## config.mk

```make
export PLATFORM = sky130hd
export DESIGN_NAME = radix_digit_converter_unit
export DESIGN_NICKNAME = d
export VERILOG_FILES = /design/src/design/rdc_pkg.sv /design/src/design/rdc_front.sv /design/src/design/rdc_fifo.sv /design/src/design/rdc_back.sv /design/src/design/radix_digit_converter_unit.sv
export SDC_FILE = /design/constraint.sdc
export NUM_CORES = 2
export LEC_CHECK = 0
export BUFFER_PORTS_ARGS = -buffer_cell sky130_fd_sc_hd__buf_2
export CAP_MARGIN = 20
export CORE_ASPECT_RATIO = 1.4
export CORE_UTILIZATION = 60
export CTS_CLUSTER_DIAMETER = 150
export DETAILED_ROUTE_END_ITERATION = 7
export PLACE_DENSITY = 0.81
export SKIP_CTS_REPAIR_TIMING = 1
export SLEW_MARGIN = 20
export SYNTH_ARGS = -nofsm -noshare
export SYNTH_HDL_FRONTEND = slang
export SYNTH_HIERARCHICAL = 1
export SYNTH_SLANG_ARGS = --single-unit
```

## constraint.sdc

```tcl
create_clock -name clk -period 7.6 [get_ports clk]
set_clock_uncertainty 0.05 [all_clocks]
set_input_delay 0.76 -clock clk [delete_from_list [all_inputs] [get_ports clk]]
set_output_delay 0.76 -clock clk [all_outputs]
set_load 0.02 [all_outputs]
```

## src/design/rdc_pkg.sv

```systemverilog
// Shared types, constants and helper functions of the radix digit converter.
`default_nettype none

package rdc_pkg;

  // Result digits before the result saturates
  localparam int MAX_OUT_DIGITS = 19;

  // Field and datapath widths
  localparam int RADIX_W     = 4;
  localparam int WORD_W      = 31;
  localparam int VALUE_W     = 34;   // holds any weighted input value, below 10^10
  localparam int RESULT_W    = 64;
  localparam int COUNT_W     = $clog2(MAX_OUT_DIGITS + 1);
  localparam int CFG_INDEX_W = 4;
  localparam int CFG_DATA_W  = RADIX_W;

  // Configuration register indexes
  localparam logic [CFG_INDEX_W-1:0] REG_SOURCE_RADIX = CFG_INDEX_W'(0);
  localparam logic [CFG_INDEX_W-1:0] REG_TARGET_RADIX = CFG_INDEX_W'(1);

  // Register reset values and legal radix range
  localparam logic [RADIX_W-1:0] SOURCE_RADIX_RESET = RADIX_W'(10);
  localparam logic [RADIX_W-1:0] TARGET_RADIX_RESET = RADIX_W'(2);
  localparam logic [RADIX_W-1:0] RADIX_MIN          = RADIX_W'(2);
  localparam logic [RADIX_W-1:0] RADIX_MAX          = RADIX_W'(10);

  // Divide by ten: exact for any 32-bit dividend
  localparam logic [31:0] RECIP_TEN       = 32'hCCCC_CCCD;
  localparam int          RECIP_TEN_SHIFT = 35;

  // Divide by a target radix: ceiling reciprocals scaled by 2^RECIP_SHIFT
  localparam int RECIP_W     = 32;
  localparam int RECIP_SHIFT = 32;
  // Quotient estimate overshoots by at most this many steps
  localparam int CORR_STEPS  = 4;

  // Depth of the queue between front and back (power of two)
  localparam int FIFO_DEPTH = 2;

  // One word handed from front to back
  typedef struct packed {
    logic [VALUE_W-1:0] value;
    logic [RADIX_W-1:0] radix;
  } rdc_item_t;

  // Clamp a radix register into the legal range
  function automatic logic [RADIX_W-1:0] clamp_radix(input logic [RADIX_W-1:0] r);
    if (r < RADIX_MIN) begin
      return RADIX_MIN;
    end else if (r > RADIX_MAX) begin
      return RADIX_MAX;
    end
    return r;
  endfunction

  // Ceiling of 2^32 / d for the legal radices
  function automatic logic [RECIP_W-1:0] radix_recip(input logic [RADIX_W-1:0] d);
    case (d)
      4'd2:    return 32'd2147483648;
      4'd3:    return 32'd1431655766;
      4'd4:    return 32'd1073741824;
      4'd5:    return 32'd858993460;
      4'd6:    return 32'd715827883;
      4'd7:    return 32'd613566757;
      4'd8:    return 32'd536870912;
      4'd9:    return 32'd477218589;
      4'd10:   return 32'd429496730;
      default: return 32'd2147483648;
    endcase
  endfunction

  // All-nines word of MAX_OUT_DIGITS digits
  function automatic logic [RESULT_W-1:0] saturate_word();
    logic [RESULT_W-1:0] r;
    r = '0;
    for (int i = 0; i < MAX_OUT_DIGITS; i++) begin
      r = r * RESULT_W'(10) + RESULT_W'(9);
    end
    return r;
  endfunction

  localparam logic [RESULT_W-1:0] SAT_WORD = saturate_word();

endpackage

`default_nettype wire

```

## src/design/rdc_front.sv

```systemverilog
// Front end: accepts a word and weights its decimal digits by powers of the source radix.
`default_nettype none

module rdc_front (
  input  logic                          clk,
  input  logic                          rst,
  input  logic                          push,
  output logic                          full,
  input  logic [rdc_pkg::WORD_W-1:0]    digit_word,
  input  logic [rdc_pkg::RADIX_W-1:0]   source_radix,
  input  logic [rdc_pkg::RADIX_W-1:0]   target_radix,
  output logic                          item_push,
  input  logic                          item_full,
  output rdc_pkg::rdc_item_t            item
);
  import rdc_pkg::*;

  localparam logic [1:0] ST_IDLE = 2'd0;
  localparam logic [1:0] ST_MUL  = 2'd1;
  localparam logic [1:0] ST_DIG  = 2'd2;
  localparam logic [1:0] ST_PUSH = 2'd3;

  localparam int PROD_W = WORD_W + 32;

  logic [1:0]         state;
  logic [WORD_W-1:0]  word;
  logic [WORD_W-1:0]  quot;
  logic [VALUE_W-1:0] value;
  logic [VALUE_W-1:0] weight;
  logic [RADIX_W-1:0] src;
  logic [RADIX_W-1:0] dst;

  logic [PROD_W-1:0]  prod;
  logic [6:0]         ten_quot;
  logic [3:0]         digit;
  logic [VALUE_W-1:0] term;

  // Split off the lowest decimal digit: quotient by reciprocal, digit from low bits
  assign prod     = PROD_W'(word) * PROD_W'(RECIP_TEN);
  assign ten_quot = {quot[3:0], 3'b000} + {2'b00, quot[3:0], 1'b0};
  assign digit    = word[3:0] - ten_quot[3:0];
  assign term     = VALUE_W'(digit) * weight;

  assign full      = (state != ST_IDLE);
  assign item_push = (state == ST_PUSH) && !item_full;
  assign item      = '{value: value, radix: dst};

  // Sequence each digit through the multiply state and then the digit state
  always_ff @(posedge clk) begin
    if (rst) begin
      state <= ST_IDLE;
    end else begin
      case (state)
        ST_IDLE: begin
          if (push) begin
            state <= ST_MUL;
          end
        end
        ST_MUL: begin
          state <= ST_DIG;
        end
        ST_DIG: begin
          if (quot == '0) begin
            state <= ST_PUSH;
          end else begin
            state <= ST_MUL;
          end
        end
        ST_PUSH: begin
          if (!item_full) begin
            state <= ST_IDLE;
          end
        end
        default: begin
          state <= ST_IDLE;
        end
      endcase
    end
  end

  // Datapath registers
  always_ff @(posedge clk) begin
    case (state)
      ST_IDLE: begin
        word   <= digit_word;
        value  <= '0;
        weight <= VALUE_W'(1);
        src    <= clamp_radix(source_radix);
        dst    <= clamp_radix(target_radix);
      end
      ST_MUL: begin
        quot <= WORD_W'(prod[PROD_W-1:RECIP_TEN_SHIFT]);
      end
      ST_DIG: begin
        value  <= value + term;
        weight <= weight * VALUE_W'(src);
        word   <= quot;
      end
      default: begin
        word <= word;
      end
    endcase
  end

endmodule

`default_nettype wire

```

## src/design/rdc_fifo.sv

```systemverilog
// Short queue that decouples the front end from the back end.
`default_nettype none

module rdc_fifo (
  input  logic                clk,
  input  logic                rst,
  input  logic                push,
  output logic                full,
  input  rdc_pkg::rdc_item_t  push_item,
  input  logic                pop,
  output logic                empty,
  output rdc_pkg::rdc_item_t  pop_item
);
  import rdc_pkg::*;

  localparam int PTR_W = (FIFO_DEPTH > 1) ? $clog2(FIFO_DEPTH) : 1;
  localparam int CNT_W = $clog2(FIFO_DEPTH + 1);

  rdc_item_t         slots [FIFO_DEPTH];
  logic [PTR_W-1:0]  wr_ptr;
  logic [PTR_W-1:0]  rd_ptr;
  logic [CNT_W-1:0]  fill;
  logic              do_push;
  logic              do_pop;

  assign full     = (fill == CNT_W'(FIFO_DEPTH));
  assign empty    = (fill == '0);
  assign do_push  = push && !full;
  assign do_pop   = pop && !empty;
  assign pop_item = slots[rd_ptr];

  // Advance pointers and fill count
  always_ff @(posedge clk) begin
    if (rst) begin
      wr_ptr <= '0;
      rd_ptr <= '0;
      fill   <= '0;
    end else begin
      if (do_push) begin
        wr_ptr <= wr_ptr + 1'b1;
      end
      if (do_pop) begin
        rd_ptr <= rd_ptr + 1'b1;
      end
      if (do_push && !do_pop) begin
        fill <= fill + 1'b1;
      end else if (do_pop && !do_push) begin
        fill <= fill - 1'b1;
      end
    end
  end

  // Store incoming word
  always_ff @(posedge clk) begin
    if (do_push) begin
      slots[wr_ptr] <= push_item;
    end
  end

endmodule

`default_nettype wire

```

## src/design/rdc_back.sv

```systemverilog
// Back end: splits the value into target-radix digits and packs them as decimal digits.
`default_nettype none

module rdc_back (
  input  logic                          clk,
  input  logic                          rst,
  input  logic                          item_empty,
  output logic                          item_pop,
  input  rdc_pkg::rdc_item_t            item,
  output logic                          empty,
  input  logic                          pop,
  output logic [rdc_pkg::RESULT_W-1:0]  converted_word,
  output logic                          overflow
);
  import rdc_pkg::*;

  localparam logic [2:0] ST_IDLE = 3'd0;
  localparam logic [2:0] ST_MUL  = 3'd1;
  localparam logic [2:0] ST_FIX  = 3'd2;
  localparam logic [2:0] ST_ACC  = 3'd3;
  localparam logic [2:0] ST_DONE = 3'd4;

  localparam int PROD_W = VALUE_W + RECIP_W;
  localparam int ADJ_W  = $clog2(CORR_STEPS + 1);

  logic [2:0]          state;
  logic [VALUE_W-1:0]  value;
  logic [RADIX_W-1:0]  radix;
  logic [VALUE_W-1:0]  quot_est;
  logic [RADIX_W-1:0]  rem;
  logic [COUNT_W-1:0]  count;
  logic [RESULT_W-1:0] pow10;
  logic [RESULT_W-1:0] result;
  logic                ovf;
  logic                out_full;
  logic [RESULT_W-1:0] out_word;
  logic                out_ovf;

  logic [PROD_W-1:0]   prod;
  logic [7:0]          fix_diff;
  logic [7:0]          fix_cand;
  logic [RADIX_W-1:0]  fix_rem;
  logic [ADJ_W-1:0]    fix_adj;
  logic [VALUE_W-1:0]  fix_quot;
  logic [COUNT_W-1:0]  count_inc;
  logic [RESULT_W-1:0] acc_term;
  logic                out_free;

  // Quotient estimate by reciprocal, never below the true quotient
  assign prod = PROD_W'(value) * PROD_W'(radix_recip(radix));

  // Correct the estimate: the remainder fits in the low byte
  always_comb begin
    fix_diff = value[7:0] - 8'(quot_est[7:0] * 8'(radix));
    fix_cand = fix_diff;
    fix_rem  = fix_diff[RADIX_W-1:0];
    fix_adj  = '0;
    for (int k = CORR_STEPS; k >= 0; k--) begin
      fix_cand = fix_diff + 8'(k) * 8'(radix);
      if (!fix_cand[7]) begin
        fix_rem = fix_cand[RADIX_W-1:0];
        fix_adj = ADJ_W'(k);
      end
    end
  end

  assign fix_quot  = quot_est - VALUE_W'(fix_adj);
  assign count_inc = count + 1'b1;
  assign acc_term  = RESULT_W'(rem) * pow10;
  assign out_free  = !out_full || pop;

  assign item_pop       = (state == ST_IDLE) && !item_empty;
  assign empty          = !out_full;
  assign converted_word = out_word;
  assign overflow       = out_ovf;

  // Sequence each target digit through the multiply state and then the fix state
  always_ff @(posedge clk) begin
    if (rst) begin
      state <= ST_IDLE;
    end else begin
      case (state)
        ST_IDLE: begin
          if (!item_empty) begin
            state <= (item.value == '0) ? ST_DONE : ST_MUL;
          end
        end
        ST_MUL: begin
          state <= ST_FIX;
        end
        ST_FIX: begin
          if (fix_quot == '0) begin
            state <= ST_ACC;
          end else if (count_inc == COUNT_W'(MAX_OUT_DIGITS)) begin
            state <= ST_DONE;
          end else begin
            state <= ST_MUL;
          end
        end
        ST_ACC: begin
          state <= ST_DONE;
        end
        ST_DONE: begin
          if (out_free) begin
            state <= ST_IDLE;
          end
        end
        default: begin
          state <= ST_IDLE;
        end
      endcase
    end
  end

  // Digit datapath
  always_ff @(posedge clk) begin
    case (state)
      ST_IDLE: begin
        value  <= item.value;
        radix  <= item.radix;
        count  <= '0;
        pow10  <= RESULT_W'(1);
        result <= '0;
        rem    <= '0;
        ovf    <= 1'b0;
      end
      ST_MUL: begin
        quot_est <= prod[PROD_W-1:RECIP_SHIFT];
        if (count != '0) begin
          result <= result + acc_term;
          pow10  <= (pow10 << 3) + (pow10 << 1);
        end
      end
      ST_FIX: begin
        rem   <= fix_rem;
        value <= fix_quot;
        count <= count_inc;
        if (fix_quot != '0 && count_inc == COUNT_W'(MAX_OUT_DIGITS)) begin
          ovf <= 1'b1;
        end
      end
      ST_ACC: begin
        result <= result + acc_term;
      end
      default: begin
        value <= value;
      end
    endcase
  end

  // Hold the finished word until it is popped
  always_ff @(posedge clk) begin
    if (rst) begin
      out_full <= 1'b0;
    end else if (state == ST_DONE && out_free) begin
      out_full <= 1'b1;
    end else if (pop) begin
      out_full <= 1'b0;
    end
  end

  always_ff @(posedge clk) begin
    if (state == ST_DONE && out_free) begin
      out_word <= ovf ? SAT_WORD : result;
      out_ovf  <= ovf;
    end
  end

  a_reset_empties: assert property (@(posedge clk) rst |=> !out_full)
    else $error("result register not empty after reset");

  a_rem_below_radix: assert property (@(posedge clk) disable iff (rst)
    (state == ST_FIX) |-> (fix_rem < radix))
    else $error("corrected remainder not below radix");

  a_ovf_saturates: assert property (@(posedge clk) disable iff (rst)
    (out_full && out_ovf) |-> (out_word == SAT_WORD))
    else $error("overflow word not saturated");

  a_count_bound: assert property (@(posedge clk) disable iff (rst)
    (state != ST_IDLE) |-> (count <= COUNT_W'(MAX_OUT_DIGITS)))
    else $error("digit count beyond limit");

  a_done_holds: assert property (@(posedge clk) disable iff (rst)
    (state == ST_DONE && !out_free) |=> (state == ST_DONE))
    else $error("finished word dropped while result register full");

endmodule

`default_nettype wire

```

## src/design/radix_digit_converter_unit.sv

```systemverilog
// Top level of the radix digit converter: configuration registers, front end, queue, back end.
//
// Usage:
//   Input queue side: drive digit_word and raise push; the word is taken at a rising
//   edge with push high and full low. Its decimal digits are read in the source radix.
//   Result queue side: while empty is low, converted_word and overflow show the oldest
//   result; raise pop to take it. Each input word gives exactly one result word.
//   Configuration: write source_radix (index 0) or target_radix (index 1) with
//   cfg_valid; cfg_ready is always high. Other indexes are dropped. Write only when idle.
// Sequencing:
//   The front end takes each decimal input digit (at most 10) through a multiply state,
//   its divide-by-ten reciprocal multiplier, and then a digit state, the weighting step.
//   The back end takes each target digit (at most 19) through a multiply state, its
//   reciprocal multiplier, and then a fix state, the remainder correction.
//   A two-word queue lets both ends run on different words at once, so the slower
//   of the two sets the pace of the unit while the result side keeps popping.
// Reset: rst (synchronous) empties the queue and the result register and restores
//   source_radix to 10 and target_radix to 2.
// Stalls: a finished result waits in the result register while the back end starts
//   the next word; when the receiver keeps it waiting, the queue and then full back up.
`default_nettype none

module radix_digit_converter_unit (
  input  logic                            clk,
  input  logic                            rst,
  input  logic                            push,
  output logic                            full,
  input  logic [rdc_pkg::WORD_W-1:0]      digit_word,
  output logic                            empty,
  input  logic                            pop,
  output logic [rdc_pkg::RESULT_W-1:0]    converted_word,
  output logic                            overflow,
  input  logic                            cfg_valid,
  output logic                            cfg_ready,
  input  logic [rdc_pkg::CFG_INDEX_W-1:0] cfg_index,
  input  logic [rdc_pkg::CFG_DATA_W-1:0]  cfg_data
);
  import rdc_pkg::*;

  logic [RADIX_W-1:0] source_radix;
  logic [RADIX_W-1:0] target_radix;

  logic      front_push;
  logic      fifo_full;
  rdc_item_t front_item;
  logic      back_pop;
  logic      fifo_empty;
  rdc_item_t back_item;

  assign cfg_ready = 1'b1;

  // Configuration registers
  always_ff @(posedge clk) begin
    if (rst) begin
      source_radix <= SOURCE_RADIX_RESET;
      target_radix <= TARGET_RADIX_RESET;
    end else if (cfg_valid) begin
      case (cfg_index)
        REG_SOURCE_RADIX: source_radix <= cfg_data;
        REG_TARGET_RADIX: target_radix <= cfg_data;
        default: begin
          source_radix <= source_radix;
        end
      endcase
    end
  end

  rdc_front u_front (
    .clk          (clk),
    .rst          (rst),
    .push         (push),
    .full         (full),
    .digit_word   (digit_word),
    .source_radix (source_radix),
    .target_radix (target_radix),
    .item_push    (front_push),
    .item_full    (fifo_full),
    .item         (front_item)
  );

  rdc_fifo u_fifo (
    .clk       (clk),
    .rst       (rst),
    .push      (front_push),
    .full      (fifo_full),
    .push_item (front_item),
    .pop       (back_pop),
    .empty     (fifo_empty),
    .pop_item  (back_item)
  );

  rdc_back u_back (
    .clk            (clk),
    .rst            (rst),
    .item_empty     (fifo_empty),
    .item_pop       (back_pop),
    .item           (back_item),
    .empty          (empty),
    .pop            (pop),
    .converted_word (converted_word),
    .overflow       (overflow)
  );

endmodule

`default_nettype wire

```

# After elaboration in Yosys (flattened, before gate mapping)

Memories as Yosys holds them, arrays and structs flattened. A register that Yosys moved wholly into a read port is not among the register bits.
Cells that the tools add are included.

Bits in registers: 428
RAM bits: 76
Bits in read-only memories: 512
Bits of input ports: 44
Output and inout port bits: 68
Word-level logic and storage cells: 159
Memories: 2

Add/subtract/negate cells: 16
Multipliers: 7
Magnitude comparators: 4
Equal/unequal tests: 16
Multiplexer cells: 53
Reduce and logical (&&, ||, !) cells: 37

Memories:

| memory           | depth | bits a word | read ports | clocked after memory_dff | wr ports | RTL line       | RTL |
|---|---|---|---|---|---|---|---|
| (name not given) | 16    | 32          | 1          | 1                        | 0        | rdc_pkg.sv:59  | `case (d)` |
| u_fifo.slots     | 2     | 38          | 1          | 1                        | 1        | rdc_fifo.sv:19 | `rdc_item_t slots [FIFO_DEPTH];` |

Operators with widths:

| operator               | count |
|---|---|
| $pmux 34 s2            | 3 |
| $pmux 64 s3            | 1 |
| $add 64x64->64         | 2 |
| $mux 64                | 2 |
| $pmux 64 s2            | 1 |
| $logic_not 34->1       | 2 |
| $mul 34x32->66         | 1 |
| $mul 4x64->64          | 1 |
| $mul 31x32->63 const B | 1 |
| $pmux 31 s2            | 1 |
| $mux 4                 | 12 |
| $add 34x34->34         | 1 |
| $mul 34x4->34          | 1 |
| $mul 4x34->34          | 1 |
| $reduce_bool 34->1     | 1 |
| $sub 34x3->34          | 1 |
| $logic_not 31->1       | 1 |
| $mux 3                 | 10 |
| $add 8x6->8            | 2 |
| $pmux 3 s5             | 1 |
| $reduce_and 2->1       | 7 |
| $mux 1                 | 13 |
| $reduce_bool 2->1      | 6 |
| $mux 2                 | 5 |
| 34 further kinds       | 56 |

# Depth between registers and ports, before layout

Depth in word-level cells: 13
Mapped depth: 34
Gate-level depth less buffers: 32

# By module

The synthesis kept the hierarchy.

By module, submodules not included:

| module                     | instances | cells each | area an instance (µm²) | seq. area each (µm²) |
|---|---|---|---|---|
| rdc_back                   | 1         | 5532       | 53886.7                | 8698.3 |
| rdc_front                  | 1         | 2542       | 24872.6                | 4093.9 |
| rdc_fifo                   | 1         | 143        | 2955.3                 | 2382.3 |
| radix_digit_converter_unit | 1         | 37         | 377.9                  | 160.2 |

# Worst setup path before layout

No wires, ideal clock.

Path type: register -> register
From: register u_back.value[7]
To: register u_back.quot_est[33] (data pin)
Library setup time: 0.260 ns
Data arrival time: 7.214 ns
Data required time: 7.290 ns
Path slack: 0.076 ns
Stages on the path, launching flop included: 30
Buffers on the path: 2
Clock period less this slack: 7.524 ns
Cells stage by stage: edfxtp_1 clkbuf_1 clkbuf_1 nand2_1 fa_1 inv_1 fa_1 inv_1 fa_1 inv_1 fa_1 inv_1 fa_1 fa_1 inv_1 fa_1 inv_1 fa_1 inv_1 ha_1 a211oi_1 o211ai_1 a31o_2 a21o_1 o2111ai_1 nand2_1 and3_1 a211o_1 a21oi_1 xnor2_1

Word-level cells in the longest chain between the ends: 1

Ends and longest elaborated chain:

| element                  | RTL line        | RTL |
|---|---|---|
| start: declaration       | rdc_back.sv:27  | `logic [VALUE_W-1:0] value;` |
| start signal: assignment | rdc_back.sv:119 | `value <= item.value;` |
| start signal: assignment | rdc_back.sv:136 | `value <= fix_quot;` |
| start signal: assignment | rdc_back.sv:146 | `value <= value;` |
| $mul 34x32->66           | rdc_back.sv:50  | `assign prod = PROD_W'(value) * PROD_W'(radix_recip(radix));` |
| via u_back.prod[65]      | rdc_back.sv:39  | `logic [PROD_W-1:0] prod;` |
| end signal: assignment   | rdc_back.sv:128 | `quot_est <= prod[PROD_W-1:RECIP_SHIFT];` |
| end: declaration         | rdc_back.sv:29  | `logic [VALUE_W-1:0] quot_est;` |

The timed path passes the listed nets, and every way through them passes these cells.
A chain may end at the register's enable or synchronous reset.

# Worst setup path after layout

From: register u_back.value[13]
To: register u_back.quot_est[32] (data pin)

The elaborated chain is that of the path after synthesis.

==> run summary <==
- **fraction of layout cells with a size suffix above 1** 0.1429
- **arrival time of the worst setup path** 8.12 ns
- **Area Overhead vs Synth** 12.50%
- **number of enable-type register cells in the synthesized netlist** 486
- **path class of the lowest-slack min-delay path** in2reg
- **Site Rows** 160
- **ratio of final minimum period to clock period** 1.020
- **number of global-route vias before repair** 66.83k
- **worst slack, placed** -0.3754 ns
- **mean instance size in the synthesized netlist** 9.946 sq um
- **floorplan die area** 0.1383 sq mm
- **Achievable Freq** 129.0 MHz
- **die height** 439.7 um
- **die span in x** 314.6 um
- **weighted congestion at the end of routability-driven global placement** 1.025
- **pin count of the biggest net entering global routing** 71
- **count of boundary I/O pins** 112
- **number of antenna violations at the first check in global routing** 12
- **final max-slew violation count** 0
- **CP top delay family** adder cells
- **Total Routed Length** 236700 um
- **routed length per placed instance** 22.18 um
- **leading post-synthesis cells by cell area** fa_1 (34%), edfxtp_1 (18%), ha_1 (12%), inv_1 (6.7%), and2_1 (4.4%)
- **vias post-DR** 61.96k
- **top-count cell post-synth** inv_1
- **area share of the largest cell type after synthesis** 0.3443
- **outcome** finished with violations
- **largest incremental delay on the critical path** 0.69 ns
- **clock tree from TritonCTS** built
- **MaxCap Viol Count** 0
- **placed wire-length estimate** 195300 um
- **Min Clock Period, post-route** 7.754 ns
- **sequential-to-total area share from yosys stat** 0.1868
- **Clock transition at path regs** 0.07 ns
- **Synthesis Warnings** 6
- **quantity of I/O buffers inserted on ports** 110
- **critical path capture point type** flip-flop
- **count of buffer and inverter cells on the critical path** 8
- **fin nets** 11.09k
- **Distinct cells, synth** 116
- **Max Buffers Root-to-Sink** 3
- **Synth async-reset ratio** 0
- **final instance count without filler cells** 10.67k
- **Post-route DRC** 0
- **launching element type of the critical path** flip-flop
- **number of standard cells after synthesis** 8254
- **flops & latches, synth** 523
- **area of the mapped netlist** 0.08209 sq mm
- **top fanout value on the critical path** 4
- **floorplan core area** 0.1357 sq mm
- **via-per-instance ratio** 5.805
- **residual antenna-violating net count after detailed routing** 0
- **net count after synthesis** 10.50k
- **setup repair after global routing missed its margin** yes
- **Slowest-stage cell, CP** fa_2
- **slew at the pin closest to its max-slew limit** 1.090 ns
- **most prevalent standard cell on the critical path** fa_1
- **most frequently used flop master after synthesis** edfxtp_1
- **CP required** 7.96 ns
- **number of inserted filler cells in the final layout** 10.24k
- **total number of clock tree sinks** 523
- **category of the most critical setup path** reg2reg
- **first-pass GRT wire length** 369200 um
- **Max-Slew Margin vs Limit** 0.2731
- **endpoints failing setup** 11
- **clock latency on the worst-skew pair** 0.66 ns
- **cell type contributing the most total cell area after synthesis** fa_1
- **number of failing hold endpoints at the final stage** 0
- **global route total overflow** 0
- **violated checks** negative setup slack
- **CTS H-tree lvls** 2
- **top cells by count, synth** inv_1 (1467), fa_1 (1412), nand2_1 (910)
- **final critical-path setup slack** -0.1544 ns
- **root buf cell** clkbuf_16
- **total placed cells including tap cells** 10.50k
- **Pre-antenna DRT Iters** 6
- **number of clock buffers inserted by TritonCTS** 55
- **number of DRC markers after the initial detailed-route iteration** 4301
- **total routing usage reported by global routing** 0.3486
- **effective utilization at floorplan** 0.6048
[worst register-to-register path: cells and delay by family (launching register included)]
family / cells / cell delay, ns
fa+ha+maj: 9 / 4.31
compound gates: 6 / 1.37
buf+inv: 8 / 0.78
flops: 1 / 0.45
simple gates: 3 / 0.41
xor+xnor: 1 / 0.13
[worst paths after layout]
check	cells past startpoint	to	slack, ns	start
setup reg to reg	27	u_back/quot_est[32]	-0.15	u_back/value[13]
setup / recovery	27	u_back/quot_est[32]	-0.15	u_back/value[13]
hold / removal	3	source_radix[3]	0.32	cfg_data[3]
hold reg to reg	2	source_radix[0]	0.43	source_radix[0]
[cell families (layout without fill, tap and decap cells)]
group                      after synthesis  after routing  share of synthesized area
DFF                                    523            523                     0.1868
and+or+nand+nor                       2381           2381                     0.1444
AOI/OAI and AO/OA                     1041           1041                    0.08305
muxes                                   61             61                   0.008047
other                                    1              7                 0.00004568
adders and majority gates             2206           2206                     0.4653
xor gates and xnor gates               299            299                    0.03190
buffers and inverters                 1742           2373                    0.08041
[per-stage QoR]
step	setup TNS, ns	utilization	hold slack (ns)	instance area, sq um
after floorplan	0	-	0.3715	82090
after global placement	-4.667	0.6550	0.4143	88900
after detailed placement	-6.305	0.6550	0.4123	88900
after CTS	-7.982	0.6678	0.2933	90650
after global routing	-4.839	0.6804	0.3443	92350
final	-0.8700	0.6804	0.3206	92360
[placed cells by master (no fill, tap or decap), types with 35 or more instances in the layout]
cell type	count
a21o_1	186
or2_2	56
ha_1	770
and3_1	35
o21a_1	45
xnor2_1	174
nor3_1	85
fa_2	63
a21oi_1	261
buf_4	627
and2_1	565
inv_1	1441
nand3_1	71
a31oi_1	39
clkbuf_16	57
nand4_1	58
o21ai_0	180
o21bai_1	44
nand2b_1	69
buf_2	110
nand2_1	904
nor2b_1	69
mux2_2	40
fa_1	1349
xor2_1	118
a211oi_1	36
nor2_1	313
edfxtp_1	486
[state kept, by name, summed over array words and instances, names as in the netlist, 5 cells and up, named ones only]
register               cells
u_front/word              31
u_back/pow10              64
u_back/result             64
u_back/count               5
u_front/quot              28
u_back/value              34
u_fifo/slots              76
u_back/quot_est           34
u_back/converted_word     64
u_front/value             34
u_front/weight            34
[layer usage]
layer,up-vias,global-route usage,share of wire
li1,27600,-,-
met1,31030,0.3883,0.35
met2,2485,0.6197,0.51
met3,836,0.04791,0.061
met4,6,0.2293,0.083
met5,-,0,0.00019
[final cells by class]
type	count	area, sq um	share of cell area
diodes	6	15.01	0.0001626
clock buffers	63	1416	0.01534
clock inverters	39	331.6	0.003590
inverters	1470	5520	0.05977
multi-input cells	5989	61230	0.6630
flip-flops and latches	523	15350	0.1662
well taps	1782	2230	0.02414
repair buffers	801	6264	0.06782
Power is not shown: default switching activity piles up to over one toggle a cycle in this logic, so the estimate is an artifact.
